**src/rtl/core/brqm_pkg.sv**
```systemverilog
// Shared types and constants for the block ring queue manager.
// Used by brqm_core and block_ring_queue_manager; depends on nothing.
package brqm_pkg;

  localparam int OP_W      = 3;
  localparam int LEN_W     = 16;
  localparam int SLOT_W    = 4;
  localparam int STAT_W    = 3;
  localparam int SC_W      = 5;
  localparam int CFG_W     = 16;
  localparam int CFG_IDX_W = 1;

  // operation codes
  localparam logic [OP_W-1:0] OP_ALLOC   = 3'd0;
  localparam logic [OP_W-1:0] OP_COMMIT  = 3'd1;
  localparam logic [OP_W-1:0] OP_DEQUEUE = 3'd2;
  localparam logic [OP_W-1:0] OP_RELEASE = 3'd3;
  localparam logic [OP_W-1:0] OP_CLEAR   = 3'd4;

  // status codes
  localparam logic [STAT_W-1:0] ST_OK      = 3'd0;
  localparam logic [STAT_W-1:0] ST_FULL    = 3'd1;
  localparam logic [STAT_W-1:0] ST_ERROR   = 3'd2;
  localparam logic [STAT_W-1:0] ST_NOTHING = 3'd3;
  localparam logic [STAT_W-1:0] ST_EMPTY   = 3'd4;

  // register indexes
  localparam logic [CFG_IDX_W-1:0] CFG_SLOT_COUNT = 1'b0;
  localparam logic [CFG_IDX_W-1:0] CFG_BLOCK_SIZE = 1'b1;

  localparam logic [SC_W-1:0]  SLOT_COUNT_RESET = 5'd16;
  localparam logic [LEN_W-1:0] BLOCK_SIZE_RESET = 16'd64;

  typedef struct packed {
    logic              valid;
    logic [OP_W-1:0]   op;
    logic [LEN_W-1:0]  len;
  } item_t;

  typedef struct packed {
    logic              valid;
    logic [STAT_W-1:0] status;
    logic [SLOT_W-1:0] slot;
    logic [LEN_W-1:0]  len;
  } result_t;

  typedef struct packed {
    logic              we;
    logic [SLOT_W-1:0] slot;
    logic [LEN_W-1:0]  len;
  } fifo_wr_t;

endpackage

```
**src/rtl/core/block_ring_queue_manager.sv**
```systemverilog
// Block ring queue manager: a word accepted by the input register is decided in the
// core, and its result appears with done high from the result register; throughput
// is one word per cycle while busy is low, set by the input register, decision logic
// and result register in line. The receiver cannot stall: every result stands for
// exactly one cycle. Reset is synchronous: it restores the registers and empties the
// pool; busy is high while rst is high and in the cycle after it falls.
module block_ring_queue_manager #(
  parameter int SLOTS = 16
) (
  input  logic                           clk,
  input  logic                           rst,
  input  logic                           start,
  output logic                           busy,
  input  logic [brqm_pkg::OP_W-1:0]      op,
  input  logic [brqm_pkg::LEN_W-1:0]     commit_length,
  output logic                           done,
  output logic [brqm_pkg::STAT_W-1:0]    status,
  output logic [brqm_pkg::SLOT_W-1:0]    block_slot,
  output logic [brqm_pkg::LEN_W-1:0]     block_length,
  input  logic                           wr_en,
  input  logic [brqm_pkg::CFG_IDX_W-1:0] wr_index,
  input  logic [brqm_pkg::CFG_W-1:0]     wr_data
);

  localparam int TOP    = (SLOTS < 16) ? SLOTS : 16;
  localparam int IDX_W  = $clog2(TOP);
  localparam int WORD_W = brqm_pkg::SLOT_W + brqm_pkg::LEN_W;

  brqm_pkg::item_t    item;
  brqm_pkg::result_t  res_next;
  brqm_pkg::fifo_wr_t fifo_wr;
  logic [IDX_W-1:0]            fifo_waddr;
  logic [IDX_W-1:0]            fifo_raddr;
  logic [brqm_pkg::SLOT_W-1:0] fifo_rslot;
  logic [brqm_pkg::LEN_W-1:0]  fifo_rlen;
  logic [WORD_W-1:0]           fifo_rdata;

  // input register
  always_ff @(posedge clk) begin
    if (rst) begin
      busy       <= 1'b1;
      item.valid <= 1'b0;
    end else begin
      busy       <= 1'b0;
      item.valid <= start && !busy;
    end
    item.op  <= op;
    item.len <= commit_length;
  end

  // result register
  always_ff @(posedge clk) begin
    if (rst) begin
      done <= 1'b0;
    end else begin
      done <= res_next.valid;
    end
  end

  always_ff @(posedge clk) begin
    status       <= res_next.status;
    block_slot   <= res_next.slot;
    block_length <= res_next.len;
  end

  assign {fifo_rslot, fifo_rlen} = fifo_rdata;

  brqm_core #(
    .SLOTS(SLOTS)
  ) u_core (
    .clk       (clk),
    .rst       (rst),
    .wr_en     (wr_en),
    .wr_index  (wr_index),
    .wr_data   (wr_data),
    .item      (item),
    .res_next  (res_next),
    .fifo_wr   (fifo_wr),
    .fifo_waddr(fifo_waddr),
    .fifo_raddr(fifo_raddr),
    .fifo_rslot(fifo_rslot),
    .fifo_rlen (fifo_rlen)
  );

  brqm_fifo #(
    .WIDTH(WORD_W),
    .DEPTH(TOP)
  ) u_fifo (
    .clk  (clk),
    .we   (fifo_wr.we),
    .waddr(fifo_waddr),
    .wdata({fifo_wr.slot, fifo_wr.len}),
    .raddr(fifo_raddr),
    .rdata(fifo_rdata)
  );

endmodule

```
**src/rtl/core/brqm_fifo.sv**
```systemverilog
// Generic RAM: one write port and one read port with registered read data.
// Stands alone; holds the handoff FIFO words of block_ring_queue_manager.
module brqm_fifo #(
  parameter int WIDTH = 20,
  parameter int DEPTH = 16
) (
  input  logic                     clk,
  input  logic                     we,
  input  logic [$clog2(DEPTH)-1:0] waddr,
  input  logic [WIDTH-1:0]         wdata,
  input  logic [$clog2(DEPTH)-1:0] raddr,
  output logic [WIDTH-1:0]         rdata
);

  logic [WIDTH-1:0] mem [DEPTH];

  always_ff @(posedge clk) begin
    if (we) begin
      mem[waddr] <= wdata;
    end
    rdata <= mem[raddr];
  end

endmodule

```
**src/rtl/core/brqm_core.sv**
```systemverilog
// Pool state, configuration registers and the per-word decision logic.
// Depends on brqm_pkg; drives the handoff storage in brqm_fifo.
module brqm_core #(
  parameter int SLOTS = 16,
  localparam int TOP   = (SLOTS < 16) ? SLOTS : 16,
  localparam int IDX_W = $clog2(TOP)
) (
  input  logic                           clk,
  input  logic                           rst,
  input  logic                           wr_en,
  input  logic [brqm_pkg::CFG_IDX_W-1:0] wr_index,
  input  logic [brqm_pkg::CFG_W-1:0]     wr_data,
  input  brqm_pkg::item_t                item,
  output brqm_pkg::result_t              res_next,
  output brqm_pkg::fifo_wr_t             fifo_wr,
  output logic [IDX_W-1:0]               fifo_waddr,
  output logic [IDX_W-1:0]               fifo_raddr,
  input  logic [brqm_pkg::SLOT_W-1:0]    fifo_rslot,
  input  logic [brqm_pkg::LEN_W-1:0]     fifo_rlen
);

  localparam int N_W = IDX_W + 1;

  logic [brqm_pkg::SC_W-1:0]  slot_count;
  logic [brqm_pkg::LEN_W-1:0] block_size;

  logic [IDX_W-1:0] write_index, write_index_next;
  logic [IDX_W-1:0] read_index, read_index_next;
  logic             producer_pending, producer_pending_next;
  logic [IDX_W-1:0] producer_slot, producer_slot_next;
  logic             consumer_pending, consumer_pending_next;
  logic [IDX_W-1:0] fifo_head, fifo_head_next;
  logic [IDX_W-1:0] fifo_tail, fifo_tail_next;
  logic [IDX_W-1:0] fifo_fill, fifo_fill_next;

  logic [brqm_pkg::SC_W-1:0] sat_count;
  logic [N_W-1:0]            ring_n;
  logic [IDX_W-1:0]          nm1;
  logic [IDX_W-1:0]          nm2;
  logic [IDX_W-1:0]          behind;

  logic [IDX_W-1:0]            fifo_head_d;
  logic                        fwd_hit;
  logic [brqm_pkg::SLOT_W-1:0] fwd_slot;
  logic [brqm_pkg::LEN_W-1:0]  fwd_len;
  logic [brqm_pkg::SLOT_W-1:0] hand_slot;
  logic [brqm_pkg::LEN_W-1:0]  hand_len;

  // saturate the ring size into 2..TOP
  always_comb begin
    if (slot_count < 5'd2) begin
      sat_count = 5'd2;
    end else if (slot_count > brqm_pkg::SC_W'(TOP)) begin
      sat_count = brqm_pkg::SC_W'(TOP);
    end else begin
      sat_count = slot_count;
    end
  end

  assign ring_n = N_W'(sat_count);
  assign nm1    = IDX_W'(ring_n - N_W'(1));
  assign nm2    = IDX_W'(ring_n - N_W'(2));
  assign behind = (read_index == '0) ? nm1 : IDX_W'(read_index - 1'b1);

  // read ahead at the head the coming edge will leave, so the word is ready next cycle
  always_comb begin
    if (rst) begin
      fifo_head_d = '0;
    end else if (wr_en) begin
      fifo_head_d = (wr_index == brqm_pkg::CFG_SLOT_COUNT) ? '0 : fifo_head;
    end else begin
      fifo_head_d = fifo_head_next;
    end
  end

  assign fifo_waddr = fifo_tail;
  assign fifo_raddr = fifo_head_d;

  // forward a commit that lands on the entry the RAM is reading in the same cycle
  always_ff @(posedge clk) begin
    if (rst) begin
      fwd_hit <= 1'b0;
    end else begin
      fwd_hit <= fifo_wr.we && (fifo_tail == fifo_head_d);
    end
    fwd_slot <= fifo_wr.slot;
    fwd_len  <= fifo_wr.len;
  end

  assign hand_slot = fwd_hit ? fwd_slot : fifo_rslot;
  assign hand_len  = fwd_hit ? fwd_len : fifo_rlen;

  always_comb begin
    write_index_next      = write_index;
    read_index_next       = read_index;
    producer_pending_next = producer_pending;
    producer_slot_next    = producer_slot;
    consumer_pending_next = consumer_pending;
    fifo_head_next        = fifo_head;
    fifo_tail_next        = fifo_tail;
    fifo_fill_next        = fifo_fill;

    res_next.valid  = item.valid;
    res_next.status = brqm_pkg::ST_ERROR;
    res_next.slot   = '0;
    res_next.len    = '0;

    fifo_wr.we   = 1'b0;
    fifo_wr.slot = brqm_pkg::SLOT_W'(producer_slot);
    fifo_wr.len  = item.len;

    if (item.valid) begin
      case (item.op)
        brqm_pkg::OP_ALLOC: begin
          if (write_index == behind) begin
            res_next.status = brqm_pkg::ST_FULL;
          end else if (producer_pending) begin
            res_next.slot = brqm_pkg::SLOT_W'(producer_slot);
            res_next.len  = block_size;
          end else begin
            producer_pending_next = 1'b1;
            producer_slot_next    = write_index;
            res_next.slot         = brqm_pkg::SLOT_W'(write_index);
            res_next.len          = block_size;
            write_index_next      = (write_index == nm1) ? '0 : IDX_W'(write_index + 1'b1);
            res_next.status       = brqm_pkg::ST_OK;
          end
        end
        brqm_pkg::OP_COMMIT: begin
          if (producer_pending && item.len <= block_size && fifo_fill < nm1) begin
            fifo_wr.we            = 1'b1;
            fifo_tail_next        = (fifo_tail == nm2) ? '0 : IDX_W'(fifo_tail + 1'b1);
            fifo_fill_next        = IDX_W'(fifo_fill + 1'b1);
            producer_pending_next = 1'b0;
            res_next.status       = brqm_pkg::ST_OK;
          end
        end
        brqm_pkg::OP_DEQUEUE: begin
          if (consumer_pending) begin
            res_next.status = brqm_pkg::ST_ERROR;
          end else if (fifo_fill == '0) begin
            res_next.status = brqm_pkg::ST_NOTHING;
          end else begin
            res_next.slot  = hand_slot;
            res_next.len   = hand_len;
            fifo_head_next = (fifo_head == nm2) ? '0 : IDX_W'(fifo_head + 1'b1);
            fifo_fill_next = IDX_W'(fifo_fill - 1'b1);
            // drop the pair without a consumer slot if block size shrank below it
            if (hand_len <= block_size) begin
              consumer_pending_next = 1'b1;
              res_next.status       = brqm_pkg::ST_OK;
            end
          end
        end
        brqm_pkg::OP_RELEASE: begin
          if (consumer_pending) begin
            consumer_pending_next = 1'b0;
            if (write_index == read_index) begin
              res_next.status = brqm_pkg::ST_EMPTY;
            end else begin
              read_index_next = (read_index == nm1) ? '0 : IDX_W'(read_index + 1'b1);
              res_next.status = brqm_pkg::ST_OK;
            end
          end
        end
        brqm_pkg::OP_CLEAR: begin
          write_index_next      = '0;
          read_index_next       = '0;
          producer_pending_next = 1'b0;
          producer_slot_next    = '0;
          consumer_pending_next = 1'b0;
          fifo_head_next        = '0;
          fifo_tail_next        = '0;
          fifo_fill_next        = '0;
          res_next.status       = brqm_pkg::ST_OK;
        end
        default: begin
          res_next.status = brqm_pkg::ST_ERROR;
        end
      endcase
    end
  end

  always_ff @(posedge clk) begin
    if (rst) begin
      slot_count       <= brqm_pkg::SLOT_COUNT_RESET;
      block_size       <= brqm_pkg::BLOCK_SIZE_RESET;
      write_index      <= '0;
      read_index       <= '0;
      producer_pending <= 1'b0;
      producer_slot    <= '0;
      consumer_pending <= 1'b0;
      fifo_head        <= '0;
      fifo_tail        <= '0;
      fifo_fill        <= '0;
    end else if (wr_en) begin
      if (wr_index == brqm_pkg::CFG_SLOT_COUNT) begin
        // a new ring size empties the pool
        slot_count       <= wr_data[brqm_pkg::SC_W-1:0];
        write_index      <= '0;
        read_index       <= '0;
        producer_pending <= 1'b0;
        producer_slot    <= '0;
        consumer_pending <= 1'b0;
        fifo_head        <= '0;
        fifo_tail        <= '0;
        fifo_fill        <= '0;
      end else begin
        block_size <= wr_data;
      end
    end else begin
      write_index      <= write_index_next;
      read_index       <= read_index_next;
      producer_pending <= producer_pending_next;
      producer_slot    <= producer_slot_next;
      consumer_pending <= consumer_pending_next;
      fifo_head        <= fifo_head_next;
      fifo_tail        <= fifo_tail_next;
      fifo_fill        <= fifo_fill_next;
    end
  end

  a_fifo_bound: assert property (@(posedge clk) disable iff (rst) fifo_fill <= nm1)
    else $error("handoff fifo count exceeds ring depth");

  a_index_bound: assert property (@(posedge clk) disable iff (rst)
    (N_W'(write_index) < ring_n) && (N_W'(read_index) < ring_n))
    else $error("ring index outside ring");

  a_commit_ok: assert property (@(posedge clk) disable iff (rst)
    (item.valid && !wr_en && item.op == brqm_pkg::OP_COMMIT
     && res_next.status == brqm_pkg::ST_OK)
    |=> (!producer_pending && fifo_fill == IDX_W'($past(fifo_fill) + 1'b1)))
    else $error("commit did not hand the slot off");

  a_dequeue_ok: assert property (@(posedge clk) disable iff (rst)
    (item.valid && !wr_en && item.op == brqm_pkg::OP_DEQUEUE
     && res_next.status == brqm_pkg::ST_OK) |=> consumer_pending)
    else $error("dequeue did not mark a consumer slot");

endmodule
```
**config.mk**
```make
export PLATFORM = sky130hd
export DESIGN_NAME = block_ring_queue_manager
export DESIGN_NICKNAME = d
export VERILOG_FILES = /design/src/rtl/core/brqm_pkg.sv /design/src/rtl/core/block_ring_queue_manager.sv /design/src/rtl/core/brqm_fifo.sv /design/src/rtl/core/brqm_core.sv
export SDC_FILE = /design/constraint.sdc
export NUM_CORES = 1
export LEC_CHECK = 0
export BUFFER_PORTS_ARGS = -buffer_cell sky130_fd_sc_hd__buf_2
export CORE_MARGIN = 2
export CORE_UTILIZATION = 45
export CTS_CLUSTER_SIZE = 10
export DETAILED_ROUTE_END_ITERATION = 16
export PLACE_DENSITY_LB_ADDON = 0.05
export SLEW_MARGIN = 5
export SYNTH_ARGS = -nofsm -noshare
export SYNTH_HDL_FRONTEND = slang
export SYNTH_SLANG_ARGS = --single-unit
```
**constraint.sdc**
```tcl
create_clock -name clk -period 4.45 [get_ports clk]
set_input_delay 0 -clock clk [delete_from_list [all_inputs] [get_ports clk]]
set_output_delay 0 -clock clk [all_outputs]
set_load 0.01 [all_outputs]
```
==> flow_summary_export.csv <==
group,metric,value,unit
status,outcome,"complete, no violations",
finish,final_layout_size_suffix_gt1_frac,0.211,
detailed_routing,dr.pass1.iters,6,
sta,finalSetupViolations,0,
power,pwr-share-seq,0.512,
worst_setup_path,crit_arrival,4.42,ns
finish,final_nets,1615,
finish,post-route-util,0.536,
detailed_routing,wire_per_inst,25.2,um
synth,synth_nets,1467,
worst_setup_path,critPathMaxStageDelay,0.43,ns
floorplanning,pin_count,65,
sta,setup_tns,0,ns
floorplanning,die-height,209,um
place,dp_hpwl,36.3,mm
place,gp_congestion,0.831,
worst_setup_path,cp_slowest_cell,"and2_1",
clock_network,cts-htree-levels,2,
finish,multiInputGateArea,6190,um2
worst_setup_path,crit_chain,"o21ba_2 > or2_2 > ha_1 > inv_1 > a31oi_1 > xnor2_1 > ha_1 > o21ai_0 > a21oi_1 > a2111oi_4 > and2_1 > nand3_1 > nor3_4 > buf_12",
synth,syn_inst,1378,
place,dp.cells,1971,
power,p_int,7.02,mW
clock_network,cts_buffers,52,
finish,layout_commonest_cell,"edfxtp_1",
global_routing,grt_pass1_wl,77.7,mm
clock_network,cts_setup_buffers,0,
floorplanning,die_width,209,um
worst_setup_path,path_max_fanout,20,
detailed_routing,drt-total-wl,53.1,mm
global_routing,grt_max_degree,63,
synth,syn-cell-area,18900,um2
synth,yosysUniqueCellTypes,71,
detailed_routing,dr.first_iter.drc_count,914,
global_routing,grt_antenna_before_repair,1,
sta,slew_viol_final,0,
clock_network,clock_sinks,453,
power,p_comb_frac,0.039,
global_routing,overflow,0,
sta,skew,0.0231,ns
synth,synth-edff-count,320,
synth,syn_area_per_cell,13.7,um2
worst_setup_path,cpMostUsedCell,"ha_1",
sta,max_freq,242,MHz
power,power_switching,1.91,mW
clock_network,ctsHoldBuffers,40,
floorplanning,dieArea,43700,um2
clock_network,clkLatencyLatePin,0.59,ns
global_routing,grt_pass1_vias,11842,
finish,fillers,3530,
detailed_routing,via_per_inst,5.56,
detailed_routing,antenna_left,0,
floorplanning,initial_core_util,0.453,
sta,rsz0062_at_grt,"false",
detailed_routing,drc,0,
clock_network,clockBufferDepth,3,
sta,max_slew_margin,0.363,
synth,yosysWarningCount,0,
clock_network,cts_tree,"yes",
synth,ys_seq_elements,453,
hold_path,hold_path.class,"input pin to flop",
power,cellLeakagePower,8.45,nW
finish,final_cell_mix,"edfxtp_1, nand2_1, dfxtp_1, mux2_2, mux2i_1",
hold_path,whs_path_depth,2,
place,io_buffers,64,
floorplanning,core,41800,um2
sta,worst_pin_slew,0.954,ns
run,cap_violations,0,
worst_setup_path,critPathKind,"flop to flop",
clock_network,cts_root_buf,"clkbuf_16",
sta,min_period,4.14,ns
synth,yosysSeqAreaShare,0.648,
synth,ys.flop_type,"edfxtp_1",
detailed_routing,vias,11716,
worst_setup_path,end_kind,"flop",
finish,register_area,12300,um2
power,switching_share,0.213,
power,clkPwrFrac,0.448,
floorplanning,rows,75,
sta,final_hold_viol_count,0,
sta,min_period_over_period,0.929,
synth,synth-async-reset-ratio,0,
power,p_per_area,399,nW/um2
finish,area_delta_synth_final,18.1,%
worst_setup_path,worstRegToRegCells,14,
finish,final_cells,2108,
worst_setup_path,critical_path_required,4.73,ns
worst_setup_path,crit_path_start_kind,"flop",
power,irDropWorstVdd,0.245,mV
clock_network,post_cts_resized,0,
clock_network,clk_pin_slew,0.06,ns
global_routing,track_usage,0.247,
-- final timing paths --
| kind | start | to | slack, ns |
|---|---|---|---|
| max | u_core.slot_count[2] | u_fifo.mem[1][15] | 0.31 |
| min | commit_length[9] | item[9] | 0.05 |
| max reg2reg | u_core.slot_count[2] | u_fifo.mem[1][15] | 0.31 |
| min reg2reg | busy | item[19] | 0.41 |
-- cell usage after synthesis (3+ instances only) --
cell       instances  area [um2]
nand2b_1          11        68.8
inv_1             35         131
a21o_1             8        60.1
buf_1              5        18.8
and2_1             5        31.3
o31ai_1            4        30.0
nand4_1           25         156
or4_1              6        45.0
nor2b_1           11        68.8
a31oi_1            4        25.0
a21oi_1           41         205
a2111oi_0          4        35.0
nor3b_1            4        30.0
nand2_1          160         601
edfxtp_1         320        9610
nor4_1             4        25.0
and3_1             3        18.8
mux2_2            99        1110
a2bb2oi_1          3        26.3
xnor2_1           19         166
nor3_1            12        60.1
clkbuf_1          36         135
mux2i_1           88         881
a32o_1            15         150
a2111oi_4          3        82.6
a22o_1             4        35.0
or3_1              8        50.1
buf_6             17         191
o21a_1             7        52.6
xor2_1             6        52.6
ha_1              48         601
buf_2             19        95.1
nand3_1           15        75.1
o211ai_1          83         623
o21ai_0           22         110
nor2_1            44         165
dfxtp_1          133        2660
-- logic make-up (layout without fill, tap and decap cells) --
logic type | Yosys count | count (layout) | synth area share
compound gates | 227 | 227 | 0.0894
simple gates | 321 | 321 | 0.0797
mux | 187 | 187 | 0.105
fa+ha+maj | 49 | 49 | 0.0328
xor+xnor | 27 | 27 | 0.0136
buf+inv | 114 | 304 | 0.0310
other cells | 0 | 1 | 0
flops | 453 | 453 | 0.648
-- metal layers --
metal	share of wire	GRT usage	up-vias	wire length, um
met5	0	0	-	0
met4	0.031	0.0897	0	1660
met3	0.058	0.0506	73	3090
met2	0.48	0.406	292	25400
met1	0.43	0.325	5859	22900
li1	-	-	5492	-
-- metrics by stage --
stage / setup slack [ns] / hold slack (ns) / area (um2) / total power [mW]
4_1_cts: 0.301 / 0.0103 / 22400 / 9.01
6_report: 0.314 / 0.0476 / 22400 / 8.93
2_1_floorplan: 0.365 / 0.0277 / 19000 / 4.83
3_5_place_dp: 0.310 / 0.104 / 20400 / 4.98
5_1_grt: 0.0605 / 0.0291 / 22400 / 9.22
3_3_place_gp: 0.352 / 0.103 / 20400 / 4.98
-- critical path: cells and delay by family, from the launching register on --
kind / cells / cell delay, ns
AND/OR/NAND/NOR: 4 / 1.42
adder cells (fa/ha/maj): 2 / 0.56
flip-flops: 1 / 0.34
AO/OA/AOI/OAI: 5 / 0.88
buffers and inverters: 2 / 0.30
XOR/XNOR: 1 / 0.35
-- flip-flops by register name, summed over array words and instances, names as in the netlist, 3 cells and up --
name / cells
u_core.fifo_waddr: 4
item: 20
u_fifo.mem: 320
u_core.block_size: 16
u_fifo.rdata: 20
u_core.fifo_fill: 4
u_core.fwd_len: 16
u_core.fifo_head: 4
status: 3
block_length: 16
block_slot: 4
u_core.write_index: 4
u_core.read_index: 4
u_core.fwd_slot: 4
u_core.slot_count: 5
u_core.producer_slot: 4
-- cell type report --
class                           count  area share
Clock buffer                       93      0.0683
Clock inverter                      3     0.00229
Inverter                           35     0.00587
Tap cell                          539      0.0302
Sequential cell                   453       0.549
Multi-Input combinational cell    811       0.277
Timing Repair Buffer              173      0.0677
Antenna cell                        1    0.000112
-- power by group through the flow --
stage / clock (mW) / combinational (mW) / sequential [mW]
final: 4.00 / 0.349 / 4.58
after global routing: 4.26 / 0.383 / 4.58
after CTS: 4.09 / 0.348 / 4.58
after detailed placement: 0 / 0.319 / 4.67
after global placement: 0 / 0.316 / 4.66
after floorplan: 0 / 0.176 / 4.65
Note: power is estimated with default switching activity, not from simulation.
